### src/tcw_pkg.sv
// tcw_pkg: item types, command and character codes, and the microprogram
// of the text console writer. No dependencies.
package tcw_pkg;

    // fixed widths of the item fields
    localparam int CMD_W  = 2;
    localparam int CHAR_W = 8;
    localparam int ROW_W  = 5;
    localparam int COL_W  = 7;
    localparam int POS_W  = 11;

    // command codes
    typedef enum logic [CMD_W-1:0] {
        CMD_PUT   = 2'd0,
        CMD_READ  = 2'd1,
        CMD_CLEAR = 2'd2
    } t_cmd;

    // character codes the commands act on
    localparam logic [CHAR_W-1:0] CH_ZERO  = 8'h00;
    localparam logic [CHAR_W-1:0] CH_BS    = 8'h08;
    localparam logic [CHAR_W-1:0] CH_TAB   = 8'h09;
    localparam logic [CHAR_W-1:0] CH_NL    = 8'h0A;
    localparam logic [CHAR_W-1:0] CH_SPACE = 8'h20;
    localparam logic [CHAR_W-1:0] CH_FIRST = 8'h21;
    localparam logic [CHAR_W-1:0] CH_LAST  = 8'h7E;

    // input item
    typedef struct packed {
        logic [CMD_W-1:0]  cmd;
        logic [CHAR_W-1:0] char_code;
        logic [ROW_W-1:0]  read_row;
        logic [COL_W-1:0]  read_col;
    } t_cmd_item;

    // result item
    typedef struct packed {
        logic [ROW_W-1:0]  cursor_row;
        logic [COL_W-1:0]  cursor_col;
        logic [POS_W-1:0]  cursor_position;
        logic [CHAR_W-1:0] read_char;
    } t_res_item;

    // datapath micro-operations
    typedef enum logic [3:0] {
        UOP_CLR_INIT,
        UOP_CLR_LOOP,
        UOP_LATCH,
        UOP_PUT,
        UOP_SCR_INIT,
        UOP_SCR_COPY,
        UOP_FILL,
        UOP_RD_ISSUE,
        UOP_RD_CAPTURE,
        UOP_EMIT
    } t_uop;

    // sequencing conditions
    typedef enum logic [2:0] {
        COND_NEXT,
        COND_JUMP,
        COND_BR_NOSCROLL,
        COND_WAIT_LAST,
        COND_WAIT_OUT,
        COND_DISPATCH
    } t_cond;

    // microprogram steps
    typedef enum logic [3:0] {
        ST_BOOT_INIT,
        ST_BOOT_LOOP,
        ST_IDLE,
        ST_PUT,
        ST_SCR_INIT,
        ST_SCR_LOOP,
        ST_FILL,
        ST_READ,
        ST_READ_CAP,
        ST_CLR_INIT,
        ST_CLR_LOOP,
        ST_DONE
    } t_step;

    // one control word of the program
    typedef struct packed {
        t_uop  uop;
        t_cond cond;
        t_step target;
        logic  in_ready;
    } t_uword;

    // sequencer to datapath
    typedef struct packed {
        t_uop uop;
        logic in_ready;
    } t_ctrl;

    // datapath to sequencer
    typedef struct packed {
        logic last;
        logic no_scroll;
        logic out_free;
    } t_stat;

    // program table
    function automatic t_uword ucode(input t_step step);
        t_uword w;
        unique case (step)
            ST_BOOT_INIT: w = '{UOP_CLR_INIT,   COND_NEXT,        ST_BOOT_LOOP, 1'b0};
            ST_BOOT_LOOP: w = '{UOP_CLR_LOOP,   COND_WAIT_LAST,   ST_IDLE,      1'b0};
            ST_IDLE:      w = '{UOP_LATCH,      COND_DISPATCH,    ST_IDLE,      1'b1};
            ST_PUT:       w = '{UOP_PUT,        COND_BR_NOSCROLL, ST_DONE,      1'b0};
            ST_SCR_INIT:  w = '{UOP_SCR_INIT,   COND_NEXT,        ST_SCR_LOOP,  1'b0};
            ST_SCR_LOOP:  w = '{UOP_SCR_COPY,   COND_WAIT_LAST,   ST_FILL,      1'b0};
            ST_FILL:      w = '{UOP_FILL,       COND_WAIT_LAST,   ST_DONE,      1'b0};
            ST_READ:      w = '{UOP_RD_ISSUE,   COND_NEXT,        ST_READ_CAP,  1'b0};
            ST_READ_CAP:  w = '{UOP_RD_CAPTURE, COND_JUMP,        ST_DONE,      1'b0};
            ST_CLR_INIT:  w = '{UOP_CLR_INIT,   COND_NEXT,        ST_CLR_LOOP,  1'b0};
            ST_CLR_LOOP:  w = '{UOP_CLR_LOOP,   COND_WAIT_LAST,   ST_DONE,      1'b0};
            ST_DONE:      w = '{UOP_EMIT,       COND_WAIT_OUT,    ST_IDLE,      1'b0};
            default:      w = '{UOP_LATCH,      COND_JUMP,        ST_IDLE,      1'b0};
        endcase
        return w;
    endfunction

endpackage

### src/tcw_sequencer.sv
// tcw_sequencer: step counter over the microprogram in tcw_pkg, with
// conditional jumps and command dispatch. Depends on tcw_pkg.
module tcw_sequencer (
    input  logic                         i_clk,
    input  logic                         i_rst_n,
    input  logic                         i_accept,
    input  logic [tcw_pkg::CMD_W-1:0]    i_cmd,
    input  tcw_pkg::t_stat               i_stat,
    output tcw_pkg::t_ctrl               o_ctrl
);

    tcw_pkg::t_step  r_step;
    tcw_pkg::t_step  n_step;
    tcw_pkg::t_step  dispatch;
    tcw_pkg::t_uword w;

    // current control word
    always_comb begin
        w = tcw_pkg::ucode(r_step);
    end

    // entry step of each command
    always_comb begin
        unique case (i_cmd)
            tcw_pkg::CMD_PUT:   dispatch = tcw_pkg::ST_PUT;
            tcw_pkg::CMD_READ:  dispatch = tcw_pkg::ST_READ;
            tcw_pkg::CMD_CLEAR: dispatch = tcw_pkg::ST_CLR_INIT;
            default:            dispatch = tcw_pkg::ST_DONE;
        endcase
    end

    // next step
    always_comb begin
        unique case (w.cond)
            tcw_pkg::COND_NEXT:        n_step = tcw_pkg::t_step'(4'(r_step) + 4'd1);
            tcw_pkg::COND_JUMP:        n_step = w.target;
            tcw_pkg::COND_BR_NOSCROLL: n_step = i_stat.no_scroll ? w.target
                                              : tcw_pkg::t_step'(4'(r_step) + 4'd1);
            tcw_pkg::COND_WAIT_LAST:   n_step = i_stat.last ? w.target : r_step;
            tcw_pkg::COND_WAIT_OUT:    n_step = i_stat.out_free ? w.target : r_step;
            tcw_pkg::COND_DISPATCH:    n_step = i_accept ? dispatch : r_step;
            default:                   n_step = tcw_pkg::ST_IDLE;
        endcase
    end

    // control outputs
    always_comb begin
        o_ctrl.uop      = w.uop;
        o_ctrl.in_ready = w.in_ready;
    end

    // step counter, starts with the clearing pass
    always_ff @(posedge i_clk) begin
        if (!i_rst_n) begin
            r_step <= tcw_pkg::ST_BOOT_INIT;
        end else begin
            r_step <= n_step;
        end
    end

endmodule

### config.mk
export PLATFORM = sky130hd
export DESIGN_NAME = tcw_sequencer
export DESIGN_NICKNAME = d
export VERILOG_FILES = /design/src/tcw_pkg.sv /design/src/tcw_sequencer.sv
export SDC_FILE = /design/constraint.sdc
export NUM_CORES = 1
export LEC_CHECK = 0
export BUFFER_PORTS_ARGS = -buffer_cell sky130_fd_sc_hd__buf_2
export CAP_MARGIN = 15
export CORE_MARGIN = 2
export CORE_UTILIZATION = 55
export CTS_CLUSTER_DIAMETER = 120
export CTS_CLUSTER_SIZE = 8
export DETAILED_ROUTE_END_ITERATION = 10
export PLACE_DENSITY = 0.85
export REMOVE_ABC_BUFFERS = 1
export SLEW_MARGIN = 10
export SYNTH_ARGS = -nofsm -noshare
export SYNTH_HDL_FRONTEND = slang
export SYNTH_SLANG_ARGS = --single-unit
### constraint.sdc
create_clock -name i_clk -period 7.5 [get_ports i_clk]
set_input_delay 1.5 -clock i_clk [delete_from_list [all_inputs] [get_ports i_clk]]
set_output_delay 1.5 -clock i_clk [all_outputs]
set_load 0.01 [all_outputs]
==> impl_metrics.json <==
{
  "die_area_um2": 2260,
  "p_leak_uw": 0.000493,
  "io_pins": 13,
  "path_class": "in -> reg",
  "htree_num_levels": 1,
  "io_buffers": 12,
  "rr_startpoint": "w[5]",
  "antenna_found_initial": 0,
  "yosys.area.top_type": "dfxtp_1",
  "seq_area_frac_synth_pct": 30.7,
  "p_clk_share_pct": 9.0,
  "power_switching_uw": 197,
  "vias_per_cell": 5.79,
  "r2r_cells": 9,
  "cp_max_fo": 6,
  "gp_congestion": 0.903,
  "synthCells": 107,
  "fmax_mhz": 295,
  "power_density_nw_per_um2": 412,
  "clkTransAtPathRegs_ns": 0.08,
  "vias": 810,
  "yosysTopAreaCellShare_pct": 30.7,
  "p_int_uw": 256,
  "rsz0062_at_grt": "false",
  "setup_violations": 0,
  "synth_edf_count": 0,
  "hold_viol_final": 0,
  "clock_path_buffers": 2,
  "wirelength_mm": 2.02,
  "required_ns": 7.67,
  "endpoint_kind": "flop",
  "hold_path_class": "reg -> reg",
  "drive_above_1_share_pct": 29.6,
  "ctsResizeCount": 0,
  "post-route-min-period_ns": 3.39,
  "synth_seq_cells": 16,
  "holdCritStartpoint": "r_step[3]",
  "status": "finished clean",
  "ctsHoldBuffers": 0,
  "syn_area_um2": 1040,
  "tightest_slew_ns": 0.419,
  "synth.most_common_cell": "dfxtp_1",
  "arrival_ns": 3.56,
  "firstDrtPassIters": 4,
  "dp_hpwl_mm": 1.67,
  "clkLatencyLatePin_ns": 0.27,
  "cts_tree": "yes",
  "fin_ws_ns": 4.11,
  "post_cts_buffers": 0,
  "sequentialPowerShare_pct": 32.6,
  "gr-total-overflow": 0,
  "antenna_cells": 0,
  "slew_viol_final": 0,
  "wl_per_cell_um": 14.4,
  "p_comb_share_pct": 58.4,
  "synth-warning-count": 0,
  "die_w_um": 47.6,
  "synth_common_cells": "dfxtp_1 (16), inv_1 (9), nand2_1 (6)",
  "p_sw_share_pct": 43.6,
  "hold_end": "w[9]",
  "startpoint": "i_stat[0]",
  "peakVddDrop_v": 0.000207,
  "antenna_left": 0,
  "area_growth_pct": 5.15,
  "rrSetupSlack_ns": 4.72,
  "dpl_worst_slack_ns": 3.82,
  "cts_root_buf": "clkbuf_4",
  "cap_violations": 0,
  "cp-start-kind": "input pin",
  "grt_usage_pct": 20.4,
  "core_um2": 1760,
  "async_flop_share_pct": 0,
  "synth.distinct_cells": 49,
  "grt_pass1_wl_mm": 3.13,
  "nets": 130,
  "finalCritPeriodShare_pct": 45.2,
  "grt_max_degree": 12,
  "slew_headroom_pct": 72.0,
  "cts_buffers": 3,
  "clock_sinks": 16,
  "tns_ns": 0,
  "start_util_pct": 59.2,
  "dr.first_iter.drc_count": 17,
  "rr_endpoint": "w[1]",
  "synth_area_leaders": "dfxtp_1 (31%), ha_1 (6.0%), buf_4 (3.6%)",
  "rows": 15,
  "nFillCells": 177,
  "fp.dieH_um": 47.6,
  "whs_path_depth": 3,
  "drc_errors": 0,
  "grt_pass1_vias": 755,
  "yosys_most_used_dff": "dfxtp_1",
  "fin_skew_ns": 0.000876,
  "avgSynthCellArea_um2": 9.76
}
## cells by family (layout without fill, tap and decap cells)
group	count (synthesis)	after routing	share of synthesized area, %
buffers and inverters	18	26	9.94
xor gates and xnor gates	1	1	0.838
DFF	16	16	30.7
and+or+nand+nor	33	33	19.3
AOI/OAI and AO/OA	30	30	29.3
muxes	4	4	3.95
adders and majority gates	5	5	5.99
## state kept, by name, indices dropped and copies added (netlist names)
| name | cells |
|---|---|
| w | 12 |
| r_step | 4 |
## critical path, cell delays in order
cell and delay [ns]:
buf_2 0.10, mux2_2 0.27, o211a_2 0.31, o221ai_1 0.10, o21a_1 0.25, and2_1 0.25, inv_1 0.06, ha_1 0.22
o2111a_1 0.23, a211o_1 0.26
## final cells by class
cell class              count  area, µm²  area share (%)
clock buffers               3       22.5            2.05
inverters                  11       43.8            3.99
repair buffers             12       60.1            5.47
flip-flops and latches     16        320            29.2
well taps                  25       31.3            2.85
multi-input cells          73        621            56.5
## cells in the final DEF (no fill, tap or decap), types with 4 or more instances in the layout
master / netlist / final
nand2_1: 6 / 6
a21oi_1: 4 / 4
and2_1: 5 / 5
ha_1: 5 / 5
buf_2: 0 / 12
inv_1: 9 / 9
dfxtp_1: 16 / 16
## through the flow
stage               util (%)  instances  hold slack, ns  area, µm²  power [µW]
floorplan                  -        100           0.637        985         351
global placement        61.0        137           0.690       1080         403
detailed placement      61.0        137           0.718       1080         411
CTS                     62.3        140           0.732       1100         455
global route            62.3        140           0.754       1100         487
finish                  62.3        140           0.725       1100         453
## worst max-delay path by stage
stage,to,slack (ns),cells after the start
6_report,w[1],4.11,10
3_3_place_gp,w[1],3.86,10
3_5_place_dp,w[1],3.82,10
5_1_grt,w[1],3.98,10
4_1_cts,w[1],4.10,10
2_1_floorplan,w[1],4.11,9
## per-layer routing
metal	global-route usage, %	wire length (µm)	vias to the layer above
li1	-	-	396
met1	20.6	812	386
met2	38.6	1090	26
met3	4.53	94	2
met4	10.3	20	0
met5	0	0	-
## power groups by stage
| stage | logic [µW] | clock network (µW) | registers [µW] |
|---|---|---|---|
| final | 265 | 40.8 | 148 |
| after detailed placement | 262 | 0 | 150 |
| after CTS | 265 | 42.2 | 147 |
| after global routing | 290 | 46.1 | 151 |
| after floorplan | 205 | 0 | 146 |
| after global placement | 255 | 0 | 148 |
Power figures use the tool's default switching activity.
