`src/tcw_pkg.sv`:
```
// tcw_pkg: item types, command and character codes, and the microprogram
// of the text console writer. No dependencies.
package tcw_pkg;

    // fixed widths of the item fields
    localparam int CMD_W  = 2;
    localparam int CHAR_W = 8;
    localparam int ROW_W  = 5;
    localparam int COL_W  = 7;
    localparam int POS_W  = 11;

    // command codes
    typedef enum logic [CMD_W-1:0] {
        CMD_PUT   = 2'd0,
        CMD_READ  = 2'd1,
        CMD_CLEAR = 2'd2
    } t_cmd;

    // character codes the commands act on
    localparam logic [CHAR_W-1:0] CH_ZERO  = 8'h00;
    localparam logic [CHAR_W-1:0] CH_BS    = 8'h08;
    localparam logic [CHAR_W-1:0] CH_TAB   = 8'h09;
    localparam logic [CHAR_W-1:0] CH_NL    = 8'h0A;
    localparam logic [CHAR_W-1:0] CH_SPACE = 8'h20;
    localparam logic [CHAR_W-1:0] CH_FIRST = 8'h21;
    localparam logic [CHAR_W-1:0] CH_LAST  = 8'h7E;

    // input item
    typedef struct packed {
        logic [CMD_W-1:0]  cmd;
        logic [CHAR_W-1:0] char_code;
        logic [ROW_W-1:0]  read_row;
        logic [COL_W-1:0]  read_col;
    } t_cmd_item;

    // result item
    typedef struct packed {
        logic [ROW_W-1:0]  cursor_row;
        logic [COL_W-1:0]  cursor_col;
        logic [POS_W-1:0]  cursor_position;
        logic [CHAR_W-1:0] read_char;
    } t_res_item;

    // datapath micro-operations
    typedef enum logic [3:0] {
        UOP_CLR_INIT,
        UOP_CLR_LOOP,
        UOP_LATCH,
        UOP_PUT,
        UOP_SCR_INIT,
        UOP_SCR_COPY,
        UOP_FILL,
        UOP_RD_ISSUE,
        UOP_RD_CAPTURE,
        UOP_EMIT
    } t_uop;

    // sequencing conditions
    typedef enum logic [2:0] {
        COND_NEXT,
        COND_JUMP,
        COND_BR_NOSCROLL,
        COND_WAIT_LAST,
        COND_WAIT_OUT,
        COND_DISPATCH
    } t_cond;

    // microprogram steps
    typedef enum logic [3:0] {
        ST_BOOT_INIT,
        ST_BOOT_LOOP,
        ST_IDLE,
        ST_PUT,
        ST_SCR_INIT,
        ST_SCR_LOOP,
        ST_FILL,
        ST_READ,
        ST_READ_CAP,
        ST_CLR_INIT,
        ST_CLR_LOOP,
        ST_DONE
    } t_step;

    // one control word of the program
    typedef struct packed {
        t_uop  uop;
        t_cond cond;
        t_step target;
        logic  in_ready;
    } t_uword;

    // sequencer to datapath
    typedef struct packed {
        t_uop uop;
        logic in_ready;
    } t_ctrl;

    // datapath to sequencer
    typedef struct packed {
        logic last;
        logic no_scroll;
        logic out_free;
    } t_stat;

    // program table
    function automatic t_uword ucode(input t_step step);
        t_uword w;
        unique case (step)
            ST_BOOT_INIT: w = '{UOP_CLR_INIT,   COND_NEXT,        ST_BOOT_LOOP, 1'b0};
            ST_BOOT_LOOP: w = '{UOP_CLR_LOOP,   COND_WAIT_LAST,   ST_IDLE,      1'b0};
            ST_IDLE:      w = '{UOP_LATCH,      COND_DISPATCH,    ST_IDLE,      1'b1};
            ST_PUT:       w = '{UOP_PUT,        COND_BR_NOSCROLL, ST_DONE,      1'b0};
            ST_SCR_INIT:  w = '{UOP_SCR_INIT,   COND_NEXT,        ST_SCR_LOOP,  1'b0};
            ST_SCR_LOOP:  w = '{UOP_SCR_COPY,   COND_WAIT_LAST,   ST_FILL,      1'b0};
            ST_FILL:      w = '{UOP_FILL,       COND_WAIT_LAST,   ST_DONE,      1'b0};
            ST_READ:      w = '{UOP_RD_ISSUE,   COND_NEXT,        ST_READ_CAP,  1'b0};
            ST_READ_CAP:  w = '{UOP_RD_CAPTURE, COND_JUMP,        ST_DONE,      1'b0};
            ST_CLR_INIT:  w = '{UOP_CLR_INIT,   COND_NEXT,        ST_CLR_LOOP,  1'b0};
            ST_CLR_LOOP:  w = '{UOP_CLR_LOOP,   COND_WAIT_LAST,   ST_DONE,      1'b0};
            ST_DONE:      w = '{UOP_EMIT,       COND_WAIT_OUT,    ST_IDLE,      1'b0};
            default:      w = '{UOP_LATCH,      COND_JUMP,        ST_IDLE,      1'b0};
        endcase
        return w;
    endfunction

endpackage

```
`src/tcw_datapath.sv`:
```
// tcw_datapath: cursor, sweep address, store port drive and result register.
// Depends on tcw_pkg; driven by tcw_sequencer, drives tcw_screen_ram.
module tcw_datapath #(
    parameter int COLUMNS  = 80,
    parameter int ROWS     = 25,
    parameter int TAB_STEP = 8,
    parameter int AW       = 11
) (
    input  logic                 i_clk,
    input  logic                 i_rst_n,
    input  tcw_pkg::t_ctrl       i_ctrl,
    input  logic                 i_accept,
    input  tcw_pkg::t_cmd_item   i_item,
    output tcw_pkg::t_stat       o_stat,
    output logic                 o_we,
    output logic [AW-1:0]        o_waddr,
    output logic [7:0]           o_wdata,
    output logic                 o_re,
    output logic [AW-1:0]        o_raddr,
    input  logic [7:0]           i_rdata,
    output logic                 o_out_valid,
    input  logic                 i_out_ready,
    output tcw_pkg::t_res_item   o_out_item
);

    localparam int CELLS = ROWS * COLUMNS;
    localparam int RW    = $clog2(ROWS);
    localparam int CW    = $clog2(COLUMNS);
    localparam int RTW   = $clog2(ROWS + 1);
    localparam int CTW   = $clog2(COLUMNS + TAB_STEP);

    logic [RW-1:0]                 r_row;
    logic [CW-1:0]                 r_col;
    logic [AW-1:0]                 r_addr;
    logic [tcw_pkg::CHAR_W-1:0]    r_code;
    logic [tcw_pkg::ROW_W-1:0]     r_rrow;
    logic [tcw_pkg::COL_W-1:0]     r_rcol;
    logic [tcw_pkg::CHAR_W-1:0]    r_char;
    logic                          r_out_valid;
    tcw_pkg::t_res_item            r_out_item;

    logic [CTW-1:0]                col_t;
    logic [RTW-1:0]                row_t;
    logic [CW-1:0]                 col_wr;
    logic                          put_we;
    logic [7:0]                    put_data;
    logic                          put_scroll;
    logic [AW-1:0]                 put_addr;
    logic                          rd_in_range;
    logic [AW-1:0]                 rd_addr;
    logic                          last;
    logic                          out_free;

    // cursor step for the put command
    always_comb begin
        col_t    = CTW'(r_col);
        row_t    = RTW'(r_row);
        col_wr   = r_col;
        put_we   = 1'b0;
        put_data = r_code;
        if (r_code >= tcw_pkg::CH_FIRST && r_code <= tcw_pkg::CH_LAST) begin
            put_we = 1'b1;
            col_t  = CTW'(r_col) + CTW'(1);
        end else if (r_code == tcw_pkg::CH_NL) begin
            row_t = RTW'(r_row) + RTW'(1);
            col_t = '0;
        end else if (r_code == tcw_pkg::CH_SPACE) begin
            col_t = CTW'(r_col) + CTW'(1);
        end else if (r_code == tcw_pkg::CH_BS) begin
            if (r_col != '0) begin
                col_t    = CTW'(r_col) - CTW'(1);
                col_wr   = r_col - CW'(1);
                put_we   = 1'b1;
                put_data = tcw_pkg::CH_SPACE;
            end
        end else if (r_code == tcw_pkg::CH_TAB) begin
            col_t = CTW'(r_col) + CTW'(TAB_STEP);
        end
        // line wrap
        if (32'(col_t) >= COLUMNS) begin
            row_t = row_t + RTW'(1);
            col_t = '0;
        end
        put_scroll = 32'(row_t) >= ROWS;
        put_addr   = AW'(32'(r_row) * COLUMNS + 32'(col_wr));
    end

    // read address and range check
    always_comb begin
        rd_in_range = (32'(r_rrow) < ROWS) && (32'(r_rcol) < COLUMNS);
        rd_addr     = AW'(32'(r_rrow) * COLUMNS + 32'(r_rcol));
    end

    // end of a sweep
    always_comb begin
        unique case (i_ctrl.uop)
            tcw_pkg::UOP_CLR_LOOP,
            tcw_pkg::UOP_FILL:     last = (r_addr == AW'(CELLS - 1));
            tcw_pkg::UOP_SCR_COPY: last = (r_addr == AW'((ROWS - 1) * COLUMNS - 1));
            default:               last = 1'b0;
        endcase
    end

    assign out_free = !r_out_valid || i_out_ready;

    always_comb begin
        o_stat.last      = last;
        o_stat.no_scroll = !put_scroll;
        o_stat.out_free  = out_free;
    end

    // store port drive
    always_comb begin
        o_we    = 1'b0;
        o_waddr = r_addr;
        o_wdata = tcw_pkg::CH_ZERO;
        o_re    = 1'b0;
        o_raddr = rd_addr;
        unique case (i_ctrl.uop)
            tcw_pkg::UOP_CLR_LOOP: begin
                o_we = 1'b1;
            end
            tcw_pkg::UOP_PUT: begin
                o_we    = put_we;
                o_waddr = put_addr;
                o_wdata = put_data;
            end
            tcw_pkg::UOP_SCR_INIT: begin
                o_re    = 1'b1;
                o_raddr = AW'(COLUMNS);
            end
            tcw_pkg::UOP_SCR_COPY: begin
                // copy the cell of the row below into this one, fetch one cell ahead
                o_we    = 1'b1;
                o_wdata = i_rdata;
                o_re    = !last;
                o_raddr = AW'(32'(r_addr) + COLUMNS + 1);
            end
            tcw_pkg::UOP_FILL: begin
                o_we    = 1'b1;
                o_wdata = tcw_pkg::CH_SPACE;
            end
            tcw_pkg::UOP_RD_ISSUE: begin
                o_re = rd_in_range;
            end
            default: begin
            end
        endcase
    end

    // result valid flag: loading a new item wins over draining the old one
    always_ff @(posedge i_clk) begin
        if (!i_rst_n) begin
            r_out_valid <= 1'b0;
        end else begin
            if (i_ctrl.uop == tcw_pkg::UOP_EMIT && out_free) begin
                r_out_valid <= 1'b1;
            end else if (i_out_ready) begin
                r_out_valid <= 1'b0;
            end
        end
    end

    // registers
    always_ff @(posedge i_clk) begin
        if (!i_rst_n) begin
            r_row       <= '0;
            r_col       <= '0;
            r_addr      <= '0;
        end else begin
            unique case (i_ctrl.uop)
                tcw_pkg::UOP_CLR_INIT: begin
                    r_addr <= '0;
                    r_row  <= '0;
                    r_col  <= '0;
                end
                tcw_pkg::UOP_CLR_LOOP,
                tcw_pkg::UOP_SCR_COPY,
                tcw_pkg::UOP_FILL: begin
                    r_addr <= r_addr + AW'(1);
                end
                tcw_pkg::UOP_LATCH: begin
                    if (i_accept) begin
                        r_code <= i_item.char_code;
                        r_rrow <= i_item.read_row;
                        r_rcol <= i_item.read_col;
                        r_char <= tcw_pkg::CH_ZERO;
                    end
                end
                tcw_pkg::UOP_PUT: begin
                    if (put_scroll) begin
                        r_row <= RW'(ROWS - 1);
                        r_col <= '0;
                    end else begin
                        r_row <= RW'(row_t);
                        r_col <= CW'(col_t);
                    end
                end
                tcw_pkg::UOP_SCR_INIT: begin
                    r_addr <= '0;
                end
                tcw_pkg::UOP_RD_CAPTURE: begin
                    r_char <= rd_in_range ? i_rdata : tcw_pkg::CH_ZERO;
                end
                tcw_pkg::UOP_EMIT: begin
                    if (out_free) begin
                        r_out_item.cursor_row      <= (tcw_pkg::ROW_W)'(r_row);
                        r_out_item.cursor_col      <= (tcw_pkg::COL_W)'(r_col);
                        r_out_item.cursor_position <=
                            (tcw_pkg::POS_W)'(32'(r_row) * COLUMNS + 32'(r_col));
                        r_out_item.read_char       <= r_char;
                    end
                end
                default: begin
                end
            endcase
        end
    end

    assign o_out_valid = r_out_valid;
    assign o_out_item  = r_out_item;

endmodule

```
`config.mk`:
```
export PLATFORM = sky130hd
export DESIGN_NAME = tcw_datapath
export DESIGN_NICKNAME = d
export VERILOG_FILES = /design/src/tcw_pkg.sv /design/src/tcw_datapath.sv
export SDC_FILE = /design/constraint.sdc
export NUM_CORES = 1
export LEC_CHECK = 0
export BUFFER_PORTS_ARGS = -buffer_cell sky130_fd_sc_hd__buf_2
export CELL_PAD_IN_SITES_DETAIL_PLACEMENT = 1
export CELL_PAD_IN_SITES_GLOBAL_PLACEMENT = 2
export CORE_UTILIZATION = 35
export CTS_CLUSTER_SIZE = 16
export DETAILED_ROUTE_END_ITERATION = 10
export PLACE_DENSITY = 0.83
export SETUP_SLACK_MARGIN = 0.02
export SLEW_MARGIN = 20
export SYNTH_ARGS = -nofsm -noshare
export SYNTH_HDL_FRONTEND = slang
export SYNTH_SLANG_ARGS = --single-unit
```
`constraint.sdc`:
```
create_clock -name i_clk -period 7.6 [get_ports i_clk]
set_input_delay 1.52 -clock i_clk [delete_from_list [all_inputs] [get_ports i_clk]]
set_output_delay 1.52 -clock i_clk [all_outputs]
set_load 0.005 [all_outputs]
```
==> reports/results.txt <==
Number of global-route vias before repair - 4,323
Yosys warnings - 0
Die area - 15,300 µm²
WHS Path Cells - 0
Async set or reset register ratio after synthesis - 0%
Post-cts sizing count - 0
Num Clock Sinks - 79
Area leader, netlist - edfxtp_1
Endpoints failing setup - 0
Drt first pass iters - 4
XOR/XNOR Fraction of Synth Area - 7.96%
Tightest Hold Check Type - reg -> reg
Vias per cell - 5.39
DRC Markers - 0
Static Leak - 2.42 nW
Ratio of cells with drive above 1 in the final layout - 21.0%
Post-layout min period - 5.58 ns
Syn Nets - 617
Drt wl/cell - 18.1 µm
Run status - complete, no violations
Setup TNS - 0 ns
Core footprint - 14,500 µm²
Number of port buffers - 102
Crit end category - output pin
Number of DRC markers in iteration 0 - 259
Dominant synthesized flop cell - edfxtp_1
Fillers - 1,674
Max-Cap Viols - 0
Sequential-to-total area share from yosys stat - 41.2%
Worst path most repeated cell - a21oi_1
Worst Path Required - 6.08 ns
Nets@finish - 696
Synthesis-stage register bit count - 79
IO Pins - 106
Crit path max-delay family - compound AO/OA/AOI/OAI gates
Setup ws final - 2.02 ns
Arr. time, crit path - 4.06 ns
Site row count - 44
Crit path launch type - flop
Initial antenna violation count - 0
Root Buffer - clkbuf_16
Max Root-Sink Buffers - 2
Die Height - 124 µm
Util after Layout - 41.9%
Largest family of logic cells by synthesized area - simple AND/OR/NAND/NOR gates
Clk slew on worst S/H paths - 0.06 ns
Global-route wire length before repair - 22,900 µm
Diode count - 0
Clock skew - 0.00980 ns
GRT Total Usage - 19.9%
Synth-to-Final Area Change - 17.3%
Synthesized area - 5170 µm²
End point of the worst hold path - o_out_item[7]
Post-Place Cell Area - 5780 µm²
Slew Viols, Final - 0
Clock buffer count from CTS - 9
Post-synthesis mux area share - 1.21%
Max Fclk - 179 MHz
Critical path buffers and inverters - 1
ANT nets after route - 0
CP max stage cell - a2111oi_4
R2r setup slk - 3.74 ns
Vias - 4,373
Adder-Cell Fraction of Synth Area - 8.95%
RSZ-0062 raised after global routing - no
CP peak stage delay - 0.72 ns
CP Max Fanout - 11
Hold Path Origin - r_char[7]
Synth Area in Compound Gates - 16.6%
CP Class - reg -> out
Max rail drop VDD - 0.000105 V
Clock latency on the worst-skew pair - 0.35 ns
GP Congestion - 0.851
CTS Hold Buffers Added - 0
RR Endpoint - r_row[1]
CTS tree - built
Synth area leaders - edfxtp_1 32%, dfxtp_1 9.3%, ha_1 7.0%
Place WS - 2.37 ns
Drt total wl - 14,700 µm
Crit path cell chain - or4_1 -> a2111oi_4 -> nand2_1 -> a21oi_1 -> ha_1 -> a21o_1 -> a21oi_1 -> nor2_1 -> xor2_1 -> o21ai_0 -> buf_2
H-tree Lvls - 3
Die W - 124 µm
Setup Buffers After CTS - 0
Design area - 6070 µm²
Worst r2r src - r_code[0]
Crit share post-route - 73.5%
Initial Util - 35.7%
Worst Reg-to-Reg Cells - 13
Simple-Gate Fraction of Synth Area - 19.3%
Post-synth EDFFs - 55
GR Overflow Total - 0
Tightest Pin Transition - 0.919 ns
Mapped Cells - 544
Worst slew margin relative to its limit - 38.8%
Top cells by count, synth - 55 x edfxtp_1, 53 x nand2_1, 38 x nor2_1
Post-synth top area share - 31.9%
Endpoints failing hold - 0
PD cells - 157 nW/µm²
Library cells used by synthesis - 68
Largest net degree at the start of global routing - 28
Detailed Place HPWL - 11,300 µm
Mean Syn Cell Area - 9.51 µm²
Crit. path cell count - 11
Top-count cell post-synth - edfxtp_1
worst reg2reg max path, delay by kind of cell (launching register included):
kind,cells,cell delay [ns]
compound gates,5,0.75
fa+ha+maj,1,0.32
buf+inv,1,0.09
flops,1,0.59
simple gates,6,2.00
registers in the layout, indices dropped and copies added, names as in the netlist:
signal       cells
r_rrow           5
r_code           8
o_out_valid      1
r_row            5
r_rcol           7
r_addr          11
r_col            7
r_char           8
o_out_item      27
layout by cell type, fill, tap and decap left out, types with 5 or more instances in the layout:
cell and n:
buf_2 102, edfxtp_1 55, nand2_1 53, nor2_1 38, ha_1 29, o21ai_0 28, xnor2_1 25, dfxtp_1 24
xor2_1 22, a21oi_1 21, inv_1 19, nand3_1 16, and2_1 16, nor3_1 12, nor2b_1 9, a31oi_1 9
clkbuf_16 9, nand2b_1 8, a22o_1 8, a21o_1 7, o21ai_1 7, o22ai_1 6, or3_1 6, nand4_1 6
o211ai_1 5, fa_1 5
power breakdown:
group | switching [mW] | internal (mW)
registers | 0.00316 | 0.461
logic | 0.0330 | 0.0232
clock network | 0.174 | 0.262
cell type report:
| type | instances | area (µm²) | share of cell area [%] |
|---|---|---|---|
| clock buffer | 12 | 246 | 4.06 |
| clock inverter | 4 | 46.3 | 0.763 |
| inverter | 19 | 71.3 | 1.18 |
| multi-input combinational | 408 | 2800 | 46.2 |
| sequential | 79 | 2130 | 35.1 |
| tap | 184 | 230 | 3.79 |
| timing repair buffer | 106 | 541 | 8.91 |
cell families (layout without fill, tap and decap cells):
group                      after synthesis  count (layout)
buffers and inverters                   57             141
DFF                                     79              79
xor gates and xnor gates                47              47
muxes                                    6               6
adders and majority gates               34              34
and+or+nand+nor                        196             196
AOI/OAI and AO/OA                      125             125
per-layer routing:
metal  track usage (%)  share of wire, %
met2              30.4                46
met1              28.0                48
met3              2.98               4.2
met5                 0                 0
met4              7.91               1.9
worst max-delay path by stage:
stage | slack, ns | end | start
final | 2.02 | o_waddr[9] | r_code[2]
after global routing | 1.76 | o_waddr[10] | r_code[2]
after CTS | 1.98 | o_waddr[9] | r_col[0]
after detailed placement | 2.37 | o_waddr[9] | r_code[2]
after global placement | 2.47 | o_waddr[9] | r_code[2]
after floorplan | 2.89 | o_re | i_ctrl[1]
metrics by stage:
| stage | hold slack (ns) | power (mW) | instances |
|---|---|---|---|
| 5_1_grt | 0.422 | 0.993 | 812 |
| 3_3_place_gp | 0.405 | 0.527 | 796 |
| 3_5_place_dp | 0.407 | 0.529 | 796 |
| 2_1_floorplan | 0.400 | 0.502 | 544 |
| 4_1_cts | 0.416 | 0.969 | 812 |
| 6_report | 0.416 | 0.955 | 812 |
No activity file was read; power rests on OpenSTA's default activity.
